**src/sv/assert_macros.svh**
```systemverilog
// ---------------------------------------------------------------------------
// assert_macros.svh
// Concurrent assertion helpers shared by the RTL.
// ---------------------------------------------------------------------------
`ifndef ASSERT_MACROS_SVH
`define ASSERT_MACROS_SVH

`ifndef ASSERT_OFF

// Clocked implication check, disabled while reset is asserted
`define ASSERT_CLK(label, clk, rst_n, prop) \
    label: assert property (@(posedge clk) disable iff (!rst_n) prop) \
        else $error("%m: assertion failed");

// Condition that must never be seen at a clock edge
`define ASSERT_NEVER(label, clk, rst_n, expr) \
    label: assert property (@(posedge clk) disable iff (!rst_n) !(expr)) \
        else $error("%m: forbidden condition seen");

`else

`define ASSERT_CLK(label, clk, rst_n, prop)
`define ASSERT_NEVER(label, clk, rst_n, expr)

`endif

`endif

```
**src/sv/lxfe_pkg.sv**
```systemverilog
// ---------------------------------------------------------------------------
// lxfe_pkg
// Types and codes of the lazy x86 status-flag unit.
// ---------------------------------------------------------------------------
package lxfe_pkg;

    localparam int unsigned DATA_W  = 32;
    localparam int unsigned KIND_W  = 4;
    localparam int unsigned COND_W  = 4;
    localparam int unsigned REQ_W   = 2;
    localparam int unsigned SHAMT_W = 5;    // shift count is second & 0x1F

    // Request kinds
    typedef enum logic [REQ_W-1:0] {
        REQ_STORE = 2'd0,
        REQ_COND  = 2'd1,
        REQ_FLAGS = 2'd2,
        REQ_NOP   = 2'd3
    } req_type_t;

    // Recorded operation kinds; anything else is unknown
    typedef enum logic [KIND_W-1:0] {
        OP_ADD  = 4'd0,
        OP_SUB  = 4'd1,
        OP_CMP  = 4'd2,
        OP_AND  = 4'd3,
        OP_OR   = 4'd4,
        OP_XOR  = 4'd5,
        OP_TEST = 4'd6,
        OP_SHL  = 4'd7,
        OP_SHR  = 4'd8,
        OP_SAR  = 4'd9
    } op_kind_t;

    // Condition groups (cond_code[3:1]); cond_code[0] inverts the test
    typedef enum logic [2:0] {
        CC_O  = 3'd0,
        CC_B  = 3'd1,
        CC_Z  = 3'd2,
        CC_BE = 3'd3,
        CC_S  = 3'd4,
        CC_P  = 3'd5,
        CC_L  = 3'd6,
        CC_LE = 3'd7
    } cond_grp_t;

    // Status flags, bit 0 CF up to bit 5 OF
    typedef struct packed {
        logic of;
        logic sf;
        logic zf;
        logic af;
        logic pf;
        logic cf;
    } flags_t;

    // Recorded operation awaiting flag derivation
    typedef struct packed {
        logic [DATA_W-1:0] result;
        logic [DATA_W-1:0] first;
        logic [DATA_W-1:0] second;
        logic [KIND_W-1:0] kind;
    } saved_op_t;

endpackage

```
**src/sv/lxfe_flag_calc.sv**
```systemverilog
// ---------------------------------------------------------------------------
// lxfe_flag_calc
// Derives the six status flags from a recorded operation.
// ---------------------------------------------------------------------------
module lxfe_flag_calc
    import lxfe_pkg::*;
(
    input  saved_op_t op,
    output flags_t    flags
);

    logic [DATA_W-1:0]  r;
    logic [DATA_W-1:0]  a;
    logic [DATA_W-1:0]  b;
    logic [SHAMT_W-1:0] cnt;
    logic [SHAMT_W-1:0] shl_idx;
    logic [SHAMT_W-1:0] shr_idx;
    logic               cnt_nz;
    logic               cnt_one;
    logic               aux;
    logic               cf;
    logic               of;
    logic               af;

    assign r = op.result;
    assign a = op.first;
    assign b = op.second;

    // shift count and the position of the last bit shifted out
    assign cnt     = b[SHAMT_W-1:0];
    assign cnt_nz  = (cnt != '0);
    assign cnt_one = (cnt == SHAMT_W'(1));
    assign shl_idx = SHAMT_W'(~cnt + SHAMT_W'(1));   // 32 - cnt
    assign shr_idx = cnt - SHAMT_W'(1);
    assign aux     = a[4] ^ b[4] ^ r[4];

    // carry, overflow and adjust by operation kind
    always_comb
    begin
        cf = 1'b0;
        of = 1'b0;
        af = 1'b0;
        unique case (op.kind)
            OP_ADD:
            begin
                cf = (r < a);
                of = (a[DATA_W-1] == b[DATA_W-1]) && (r[DATA_W-1] != a[DATA_W-1]);
                af = aux;
            end
            OP_SUB, OP_CMP:
            begin
                cf = (a < b);
                of = (a[DATA_W-1] != b[DATA_W-1]) && (r[DATA_W-1] != a[DATA_W-1]);
                af = aux;
            end
            OP_SHL:
            begin
                cf = cnt_nz & a[shl_idx];
                of = cnt_one & (r[DATA_W-1] ^ a[shl_idx]);
            end
            OP_SHR:
            begin
                cf = cnt_nz & a[shr_idx];
                of = cnt_one & a[DATA_W-1];
            end
            OP_SAR:
            begin
                cf = cnt_nz & a[shr_idx];
            end
            default:
            begin
                // logic kinds and unknown kinds leave CF, OF, AF clear
                cf = 1'b0;
            end
        endcase
    end

    // flag vector: result-based PF, ZF, SF plus CF, AF, OF from above
    always_comb
    begin
        flags    = '0;
        flags.cf = cf;
        flags.pf = ~^r[7:0];
        flags.af = af;
        flags.zf = (r == '0);
        flags.sf = r[DATA_W-1];
        flags.of = of;
    end

endmodule

```
**src/sv/lazy_x86_flag_evaluator_unit.sv**
```systemverilog
// ---------------------------------------------------------------------------
// lazy_x86_flag_evaluator_unit
// Lazy x86 status-flag unit: records operations, derives flags on demand.
// ---------------------------------------------------------------------------
// Usage:
//   Request channel (req_valid/req_ready) carries req_type, the operation
//   to record (op_result, first_source, second_source, op_kind) and the
//   condition code. A store request records the operation and marks the
//   flags pending; a condition or flags request derives the flags first if
//   they are pending, and a condition request also returns cond_true.
//   Response channel (rsp_valid/rsp_ready) returns one item per request:
//   cond_true plus the six flags as held after the request.
//   A request passes the input register, then the result register, before
//   its response is valid. Throughput: one request per cycle while the
//   receiver takes responses; flag derivation and condition test fit in
//   the single stage between the two registers.
//   Reset clears the recorded operation's pending mark and all flags;
//   both pipeline registers come up empty.
//   When the receiver stalls, the result register holds its item and the
//   input register fills; req_ready drops once both are occupied.
// ---------------------------------------------------------------------------
`include "assert_macros.svh"

module lazy_x86_flag_evaluator_unit
    import lxfe_pkg::*;
(
    input  logic              clk,
    input  logic              rst_n,
    input  logic              req_valid,
    output logic              req_ready,
    input  logic [REQ_W-1:0]  req_type,
    input  logic [DATA_W-1:0] op_result,
    input  logic [DATA_W-1:0] first_source,
    input  logic [DATA_W-1:0] second_source,
    input  logic [KIND_W-1:0] op_kind,
    input  logic [COND_W-1:0] cond_code,
    output logic              rsp_valid,
    input  logic              rsp_ready,
    output logic              cond_true,
    output logic              carry_flag,
    output logic              parity_flag,
    output logic              adjust_flag,
    output logic              zero_flag,
    output logic              sign_flag,
    output logic              overflow_flag
);

    // input stage
    logic              in_valid_reg;
    req_type_t         req_type_reg;
    saved_op_t         req_op_reg;
    logic [COND_W-1:0] cond_code_reg;

    // architectural state
    saved_op_t         saved_reg;
    saved_op_t         saved_next;
    logic              pending_reg;
    logic              pending_next;
    flags_t            flags_reg;
    flags_t            flags_next;

    // result stage
    logic              out_valid_reg;
    logic              cond_true_reg;
    logic              cond_true_next;
    flags_t            out_flags_reg;

    logic              advance;
    logic              accept;
    flags_t            derived;
    cond_grp_t         cond_grp;
    logic              cond_raw;
    logic              store_go;
    logic              eval_go;

    assign advance   = in_valid_reg & (~out_valid_reg | rsp_ready);
    assign req_ready = ~in_valid_reg | advance;
    assign accept    = req_valid & req_ready;

    // input register
    always_ff @(posedge clk or negedge rst_n)
    begin
        if (!rst_n)
        begin
            in_valid_reg <= 1'b0;
        end
        else if (req_ready)
        begin
            in_valid_reg <= req_valid;
        end
    end

    always_ff @(posedge clk)
    begin
        if (accept)
        begin
            req_type_reg      <= req_type_t'(req_type);
            req_op_reg.result <= op_result;
            req_op_reg.first  <= first_source;
            req_op_reg.second <= second_source;
            req_op_reg.kind   <= op_kind;
            cond_code_reg     <= cond_code;
        end
    end

    // flag derivation from the recorded operation
    lxfe_flag_calc u_flag_calc (
        .op    (saved_reg),
        .flags (derived)
    );

    // state update and condition test
    always_comb
    begin
        saved_next     = saved_reg;
        pending_next   = pending_reg;
        flags_next     = flags_reg;
        cond_true_next = 1'b0;
        unique case (req_type_reg)
            REQ_STORE:
            begin
                saved_next   = req_op_reg;
                pending_next = 1'b1;
            end
            REQ_COND, REQ_FLAGS:
            begin
                if (pending_reg)
                begin
                    flags_next = derived;
                end
                pending_next = 1'b0;
            end
            default:
            begin
                pending_next = pending_reg;
            end
        endcase
        if (req_type_reg == REQ_COND)
        begin
            cond_true_next = cond_raw ^ cond_code_reg[0];
        end
    end

    // condition test against the flags as they stand after derivation
    assign cond_grp = cond_grp_t'(cond_code_reg[COND_W-1:1]);

    always_comb
    begin
        unique case (cond_grp)
            CC_O:    cond_raw = flags_next.of;
            CC_B:    cond_raw = flags_next.cf;
            CC_Z:    cond_raw = flags_next.zf;
            CC_BE:   cond_raw = flags_next.cf | flags_next.zf;
            CC_S:    cond_raw = flags_next.sf;
            CC_P:    cond_raw = flags_next.pf;
            CC_L:    cond_raw = flags_next.sf ^ flags_next.of;
            default: cond_raw = flags_next.zf | (flags_next.sf ^ flags_next.of);
        endcase
    end

    // state registers
    always_ff @(posedge clk or negedge rst_n)
    begin
        if (!rst_n)
        begin
            pending_reg <= 1'b0;
            flags_reg   <= '0;
        end
        else if (advance)
        begin
            pending_reg <= pending_next;
            flags_reg   <= flags_next;
        end
    end

    always_ff @(posedge clk)
    begin
        if (advance)
        begin
            saved_reg <= saved_next;
        end
    end

    // result register
    always_ff @(posedge clk or negedge rst_n)
    begin
        if (!rst_n)
        begin
            out_valid_reg <= 1'b0;
        end
        else if (~out_valid_reg | rsp_ready)
        begin
            out_valid_reg <= in_valid_reg;
        end
    end

    always_ff @(posedge clk)
    begin
        if (advance)
        begin
            cond_true_reg <= cond_true_next;
            out_flags_reg <= flags_next;
        end
    end

    assign rsp_valid     = out_valid_reg;
    assign cond_true     = cond_true_reg;
    assign carry_flag    = out_flags_reg.cf;
    assign parity_flag   = out_flags_reg.pf;
    assign adjust_flag   = out_flags_reg.af;
    assign zero_flag     = out_flags_reg.zf;
    assign sign_flag     = out_flags_reg.sf;
    assign overflow_flag = out_flags_reg.of;

    // request kinds leaving the input stage
    assign store_go = advance & (req_type_reg == REQ_STORE);
    assign eval_go  = advance & ((req_type_reg == REQ_COND) | (req_type_reg == REQ_FLAGS));

    // a store marks the flags pending and leaves the held flags alone
    `ASSERT_CLK(a_store_pending, clk, rst_n, store_go |=> pending_reg)
    `ASSERT_CLK(a_store_keeps_flags, clk, rst_n, store_go |=> $stable(flags_reg))
    // any evaluation leaves nothing pending
    `ASSERT_CLK(a_eval_clears, clk, rst_n, eval_go |=> !pending_reg)
    // only condition requests can report a true condition
    `ASSERT_CLK(a_cond_only, clk, rst_n, (advance && req_type_reg != REQ_COND) |=> !cond_true_reg)
    // a stalled request in the input stage is never dropped
    `ASSERT_CLK(a_hold_input, clk, rst_n, (in_valid_reg && !advance) |=> in_valid_reg)

endmodule
```
**config.mk**
```make
export PLATFORM = sky130hd
export DESIGN_NAME = lazy_x86_flag_evaluator_unit
export DESIGN_NICKNAME = d
export VERILOG_FILES = /design/src/sv/lxfe_pkg.sv /design/src/sv/lxfe_flag_calc.sv /design/src/sv/lazy_x86_flag_evaluator_unit.sv
export VERILOG_INCLUDE_DIRS = /design/src /design/src/sv
export SDC_FILE = /design/constraint.sdc
export NUM_CORES = 1
export LEC_CHECK = 0
export ABC_AREA = 0
export BUFFER_PORTS_ARGS = -buffer_cell sky130_fd_sc_hd__buf_2
export CAP_MARGIN = 40
export CORE_AREA = 2 2 192 100
export CTS_BUF_LIST = sky130_fd_sc_hd__clkbuf_8
export CTS_CLUSTER_DIAMETER = 50
export DETAILED_ROUTE_END_ITERATION = 10
export DIE_AREA = 0 0 194 102
export MAX_ROUTING_LAYER = met4
export PLACE_DENSITY = 0.77
export SETUP_SLACK_MARGIN = 0.2
export SLEW_MARGIN = 5
export SYNTH_ARGS = -nofsm -noshare
export SYNTH_HDL_FRONTEND = slang
export SYNTH_SLANG_ARGS = --single-unit
export TNS_END_PERCENT = 50
```
**constraint.sdc**
```tcl
create_clock -name clk -period 3.85 [get_ports clk]
set_clock_uncertainty 0.15 [all_clocks]
set_input_delay 0.1925 -clock clk [delete_from_list [all_inputs] [get_ports clk]]
set_output_delay 0.1925 -clock clk [all_outputs]
set_load 0.05 [all_outputs]
```
==> results of run 1 <==
[cell usage after synthesis (2+ instances only)]
cell type,number,share of area [%]
nand3b_1,2,0.16
a21o_1,4,0.31
and3_1,2,0.13
xnor2_1,5,0.46
xor2_1,3,0.27
clkbuf_1,2,0.078
nor2_1,17,0.66
o21a_1,2,0.16
o22ai_1,2,0.13
mux2i_1,7,0.73
mux4_1,5,1.4
o211ai_1,4,0.31
mux2_2,8,0.94
nand2_1,27,1.1
a211oi_1,5,0.39
dfrtp_1,9,2.3
nor4_1,9,0.59
o21ai_0,20,1.0
a211o_1,3,0.27
mux4_2,11,2.6
nand2b_1,6,0.39
nor2b_1,6,0.39
nand3_1,4,0.21
a2111oi_0,6,0.55
inv_1,78,3.0
ha_1,72,9.4
buf_2,2,0.10
a21oi_1,23,1.2
or4_1,2,0.16
nand4_1,10,0.65
edfxtp_1,213,67
nor3_1,8,0.42
and2_1,3,0.20
[worst max-delay path by stage]
stage                     cells past startpoint    startpoint  slack (ns)      endpoint
after floorplan                               2     rsp_valid         0.1  saved_reg[0]
after CTS                                    12  saved_reg[5]        0.29     cond_true
final                                        12  saved_reg[5]        0.33     cond_true
after detailed placement                     11  saved_reg[5]        0.18     cond_true
after global placement                       11  saved_reg[5]        0.34     cond_true
after global routing                         12  saved_reg[5]        0.21     cond_true
[area by class of cell]
type / count / area [sq um]
inverters: 79 / 296.5
clock inverters: 23 / 120.1
well taps: 240 / 300.3
repair buffers: 235 / 1759
flip-flops and latches: 222 / 6621
multi-input cells: 301 / 2690
clock buffers: 29 / 399.1
fillers: 1242 / 5856
[placed cells by master (no fill, tap or decap), drive strengths merged, types with 7 or more instances in the layout]
master / count
a21oi: 23
buf: 124
clkbuf: 29
clkinv: 11
dfrtp: 9
dlygate4sd3: 111
edfxtp: 213
ha: 72
inv: 89
mux2: 8
mux2i: 7
mux4: 16
nand2: 27
nand4: 10
nor2: 17
nor3: 9
nor4: 10
o21ai: 20
[critical path, stage by stage (launching register included)]
cell,delay (ns)
edfxtp_1,0.39
inv_1,0.10
ha_1,0.28
buf_4,0.22
mux4_2,0.53
mux2_2,0.29
a2bb2oi_2,0.16
o211ai_2,0.13
mux2i_2,0.31
nor3_4,0.08
a211o_1,0.27
a32oi_1,0.22
mux2i_1,0.22
[layer usage]
layer / GRT usage (%) / share of wire (%) / up-vias / routed length [um]
met4: 4.895 / 1.7 / 0 / 355
met3: 4.851 / 5.7 / 30 / 1219
met1: 32.82 / 49 / 2870 / 10450
met5: - / 0 / - / 0
met2: 34.46 / 44 / 170 / 9304
li1: - / - / 2844 / -
[cells by family after synthesis]
kind of cell	count (synthesis)
DFF	222
and+or+nand+nor	107
buffers and inverters	85
AOI/OAI and AO/OA	82
adders and majority gates	72
muxes	31
xor gates and xnor gates	9
[report_power, final]
part,switching [mW],internal (mW)
Clock,0.838,0.768
Sequential,0.0831,2.83
Combinational,0.313,0.270
[what timing repair did]
item | in CTS | in global routing
setup endpoints to repair | 1 | 1
pin swaps | 0 | 0
hold buffers | 111 | 0
resized for setup | 1 | 2
hold endpoints to repair | 117 | 0
[stage by stage]
stage / setup slack (ns) / instance area, sq um / std cells
6_report: 0.3258 / 12190 / 1129
5_1_grt: 0.2139 / 12190 / 1129
4_1_cts: 0.2877 / 12170 / 1129
3_5_place_dp: 0.1765 / 10540 / 966
3_3_place_gp: 0.3396 / 10540 / 966
2_1_floorplan: 0.09951 / 9618 / 608
==> results.md, run 1 <==
- Status: finished clean
- Synth Net Count: 790
- Synth Area in Compound Gates: 5.764%
- Core region area: 18,040 sq um
- Pin count of the biggest net entering global routing: 63
- Via Count: 5,914
- RSZ-0062 raised after global routing: false
- Initial Util: 53.30%
- Avg WL per Cell: 18.89 um
- Rows: 35
- Flops & latches, synth: 222
- Initial antenna violation count: 0
- Leakage: a little under 5 nW
- Min Tclk post-route: around 3.5 ns
- Worst Hold Class: in2reg
- Global Route Usage Sum: 22.97%
- WS Path Type: reg2reg
- Tightest Pin Transition: 0.7550 ns
- Register area share after synthesis: 68.85%
- Critical R2R Capture: cond_true
- Worst reg2reg path startpoint: saved_reg[5]
- Worst hold path depth: 2
- Mux share of post-synthesis cell area: 5.608%
- Number of synthesized flops with an enable pin: 213
- Clock transition at path regs: 0.07 ns
- CTS tree: done
- Cell count after synthesis: between 600 and 700
- Startpoint Class: flop
- Max Root-Sink Buffers: 3
- # diodes: 0
- Number of setup buffers added after CTS: 0
- Highest Clock Rate: 283.8 MHz
- Slew Viols, Final: 0
- Cell count of the worst reg-to-reg path: 12
- Die height: 102 um
- Final Power: 5.097 mW
- Total Wirelength: 21,330 um
- Final core occ: 67.55%
- First-pass GRT wire length: 33,300 um
- Slew headroom: 48.37%
- Post-route DRC violation count: 0
- Gr ovfl total: 0
- I/O pins: between 100 and 150
- Xor/xnor share of the synthesized area: less than 1%
- P&R area growth vs syn: 26.72%
- Post-DP HPWL: around 14,000 um
- Synthesized area per cell: roughly 16 sq um
- Max FO, Critical Path: 16
- DRT Pass-1 Iters: 5
- Worst reg2reg setup slack: 0.33 ns
- CTS Buf Count: 29
- Yosys cell types: 61
- Mapped Area: 9617 sq um
- Final setup violation count: 0
- Die X: 194 um
- Layout cell share with drive strength beyond 1: 21.37%
- Routed Antenna Nets: 0
- YS warnings: 0
- Post-Synth Simple-Gate Area: 6.050%
- Routability cong.: 0.9190
- Power Dens Cells: 418.2 nW/um^2
- Port bufs: 118
- Worst Path Arrival: 3.78 ns
- Nets: between 1,000 and 1,500
- CTS Sinks: about 220
- Worst skew pair latency: 0.57 ns
- CTS root buffer: clkbuf_8
- Via density: 5.238
- Die area: 19,790 sq um
- CTS H-tree depth: 1
- DR iter-0 viols: 356
- Hold path start: first_source[16]
- Final Hold Fails: 0
- Tcrit/Tclk final: about 90%
- Setup TNS: 0 ns
- Fraction of registers with async set/reset: 4.054%
- Max-cap check violation count: 0
- Crit end category: flop
- Synth Flop Type: edfxtp_1
- Critical Path RT: 4.11 ns
- Adder-cell area share of the yosys netlist: 9.368%
- Largest family of logic cells by synthesized area: adder cells
- Fin Hold WS: 0.1743 ns
- Vias in the first global route: 6,229
- Hold Crit Endpoint: req_op_reg[52]
- Maximum vdd drop: 0.3064 mV
No activity file was read; power rests on OpenSTA's default activity.
==> run 2, diff against run 1 <==
--- a/config.mk
+++ b/config.mk
@@ -9,13 +9,13 @@
 export ABC_AREA = 0
 export BUFFER_PORTS_ARGS = -buffer_cell sky130_fd_sc_hd__buf_2
 export CAP_MARGIN = 40
-export CORE_AREA = 2 2 192 100
+export CORE_AREA = 2 2 191 99
 export CTS_BUF_LIST = sky130_fd_sc_hd__clkbuf_8
 export CTS_CLUSTER_DIAMETER = 50
 export DETAILED_ROUTE_END_ITERATION = 10
-export DIE_AREA = 0 0 194 102
+export DIE_AREA = 0 0 193 101
 export MAX_ROUTING_LAYER = met4
-export PLACE_DENSITY = 0.77
+export PLACE_DENSITY = 0.75
 export SETUP_SLACK_MARGIN = 0.2
 export SLEW_MARGIN = 5
 export SYNTH_ARGS = -nofsm -noshare
==> constraint.sdc (replaced) <==
create_clock -name clk -period 3.8 [get_ports clk]
set_clock_uncertainty 0.15 [all_clocks]
set_input_delay 0.19 -clock clk [delete_from_list [all_inputs] [get_ports clk]]
set_output_delay 0.19 -clock clk [all_outputs]
set_load 0.05 [all_outputs]
==> run 2 against run 1 <==
Compared with the run above: sequential share of layout area is 0.29 points lower; cell area is 0.54% higher; clock-buffer cell count is 3 higher; hold slack better by 0.014 ns; first-iteration DRC count is 11% higher; utilization is 0.70 points higher; critical path depth stayed put; total power is 2.6% higher; combinational power is 2% higher; highest routed layer unchanged.
==> results.md, run 2 (same netlist as run 1, synthesis figures left out) <==
- Max Root-Sink Buffers: 3 (unchanged)
- Critical Path RT: 3.94 ns (was 4.11 ns)
- Worst path slowest cell: mux4_2 (unchanged)
- Fin Hold WS: 0.1886 ns (was 0.1743 ns)
- CTS root buffer: clkbuf_8 (unchanged)
- Final core occ: 68.24% (was 67.55%)
- WS Path Type: reg2reg (unchanged)
- Nets: 1,049 (was 1,050)
- Avg WL per Cell: 18.50 um (was 18.89 um)
- Post-place setup slack: 0.09303 ns (was 0.1765 ns)
- Max-cap check violation count: 0 (unchanged)
- Slew headroom: 58.11% (was 48.37%)
- P&R area growth vs syn: 27.41% (was 26.72%)
- Dpl cells: 964 (was 966)
- Leakage: 4.963 nW (was 4.935 nW)
- Power Dens Cells: 426.6 nW/um^2 (was 418.2 nW/um^2)
- Max FO, Critical Path: 16 (unchanged)
- Slew Viols, Final: 0 (unchanged)
- Post-route DRC violation count: 0 (unchanged)
- Number of setup buffers added after CTS: 0 (unchanged)
- Highest Clock Rate: 290.5 MHz (was 283.8 MHz)
- Crit path cell chain: inv_1, ha_1, buf_6, mux4_2, mux2_2, a2bb2oi_2, o211ai_2, mux2i_2, nor3_4, a211o_1, a32oi_2, mux2i_1 (was inv_1, ha_1, buf_4, mux4_2, mux2_2, a2bb2oi_2, o211ai_2, mux2i_2, nor3_4, a211o_1, a32oi_1, mux2i_1)
- Design area: 12,250 sq um (was 12,190 sq um)
- Clock transition at path regs: 0.07 ns (about the same)
- Die area: 19,490 sq um (was 19,790 sq um)
- Tightest Pin Transition: 0.6230 ns (was 0.7550 ns)
- Rows: 35 (unchanged)
- Most frequent cells in the layout: edfxtp_1, buf_2, dlygate4sd3_1 (unchanged)
- Global Route Usage Sum: 22.61% (was 22.97%)
- Crit end category: flop (unchanged)
- Post-DP HPWL: 14,050 um (was 14,310 um)
- Final setup violation count: 0 (unchanged)
- DR iter-0 viols: 394 (was 356)
- Layout cell share with drive strength beyond 1: 21.35% (was 21.37%)
- Final Power: 5.227 mW (was 5.097 mW)
- Gr ovfl total: 0 (unchanged)
- First-pass GRT wire length: 32,150 um (was 33,300 um)
- Fin cells: 1,130 (was 1,129)
- Tcrit/Tclk final: 90.59% (was 91.54%)
- Setup TNS: 0 ns (unchanged)
- Die height: 101 um (was 102 um)
- CTS Sinks: 222 (unchanged)
- Worst Hold Class: in2reg (unchanged)
- # diodes: 0 (unchanged)
- I/O pins: 119 (unchanged)
- CP top delay family: multiplexers (unchanged)
- CTS Buf Count: 30 (was 29)
- Post-DP Area: 10,530 sq um (was 10,540 sq um)
- Routability cong.: 0.9264 (was 0.9190)
- Initial Util: 53.56% (was 53.30%)
- CTS H-tree depth: 1 (unchanged)
- Worst Path Arrival: 3.59 ns (was 3.78 ns)
- Bufs and invs on worst path: 2 (unchanged)
- Core region area: 17,950 sq um (was 18,040 sq um)
- Pin count of the biggest net entering global routing: 107 (was 63)
- Port bufs: 118 (unchanged)
- Initial antenna violation count: 0 (unchanged)
- Vias in the first global route: 6,132 (was 6,229)
- Via density: 5.394 (was 5.238)
- Final Hold Fails: 0 (unchanged)
- Setup WS post-layout: 0.3576 ns (was 0.3258 ns)
- Most common cell after layout, fill and taps aside: edfxtp_1 (unchanged)
- RSZ-0062 raised after global routing: false (unchanged)
- Maximum vdd drop: 0.3002 mV (was 0.3064 mV)
- DRT Pass-1 Iters: 5 (unchanged)
- Total Wirelength: 20,910 um (was 21,330 um)
- Via Count: 6,095 (was 5,914)
- Status: finished clean (unchanged)
- Die X: 193 um (was 194 um)
- Startpoint Class: flop (unchanged)
- Worst skew pair latency: 0.56 ns (was 0.57 ns)
- Largest stage delay, worst path: 0.51 ns (was 0.53 ns)
- CTS tree: done (unchanged)
- Min Tclk post-route: 3.442 ns (was 3.524 ns)
- Routed Antenna Nets: 0 (unchanged)
run 2: metal layers:
| layer | share of wire (%) | wire length, um | GRT usage [%] |
|---|---|---|---|
| met5 | 0 | 0 | - |
| met1 | 46 | 9623 | 32.46 |
| met4 | 2.6 | 535 | 6.119 |
| met3 | 8.4 | 1755 | 5.047 |
| met2 | 43 | 8993 | 32.84 |
run 2: repair_timing:
item	4_1_cts	5_1_grt
gates resized for setup	1	7
endpoints found under the setup margin	1	1
hold buffers	111	0
cloned	0	0
hold endpoints to repair	118	0
run 2: layout make-up:
cell class | count | area [sq um]
flip-flops and latches | 222 | 6621
clock buffers | 32 | 440.4
well taps | 240 | 300.3
inverters | 79 | 296.5
multi-input cells | 301 | 2720
clock inverters | 23 | 113.9
repair buffers | 233 | 1760
fillers | 1233 | 5702
run 2: path summary, 6_finish.rpt:
| check | start | to | slack [ns] | cells past startpoint |
|---|---|---|---|---|
| worst min register to register | req_op_reg[76] | saved_reg[76] | 0.27 | 0 |
| worst min-delay path | first_source[5] | req_op_reg[41] | 0.19 | 2 |
| min in group asynchronous | rst_n | flags_reg[2] | 0.50 | 3 |
| worst max-delay path | saved_reg[5] | cond_true | 0.36 | 12 |
| max in group asynchronous | rst_n | flags_reg[3] | 2.68 | 3 |
| worst max register to register | saved_reg[5] | cond_true | 0.36 | 12 |
run 2: where the power goes:
group          internal [mW]  switching [mW]  leakage [nW]
registers               2.86          0.0837          2.11
logic                  0.278           0.319          2.52
clock network          0.839           0.844         0.330
total                   3.98            1.25          4.96
run 2: worst register-to-register path, cell delays in order (launching register included):
cell and delay, ns:
edfxtp_1 0.38, inv_1 0.10, ha_1 0.30, buf_6 0.18
mux4_2 0.51, mux2_2 0.29, a2bb2oi_2 0.16, o211ai_2 0.13
mux2i_2 0.31, nor3_4 0.09, a211o_1 0.28, a32oi_2 0.22
mux2i_1 0.10
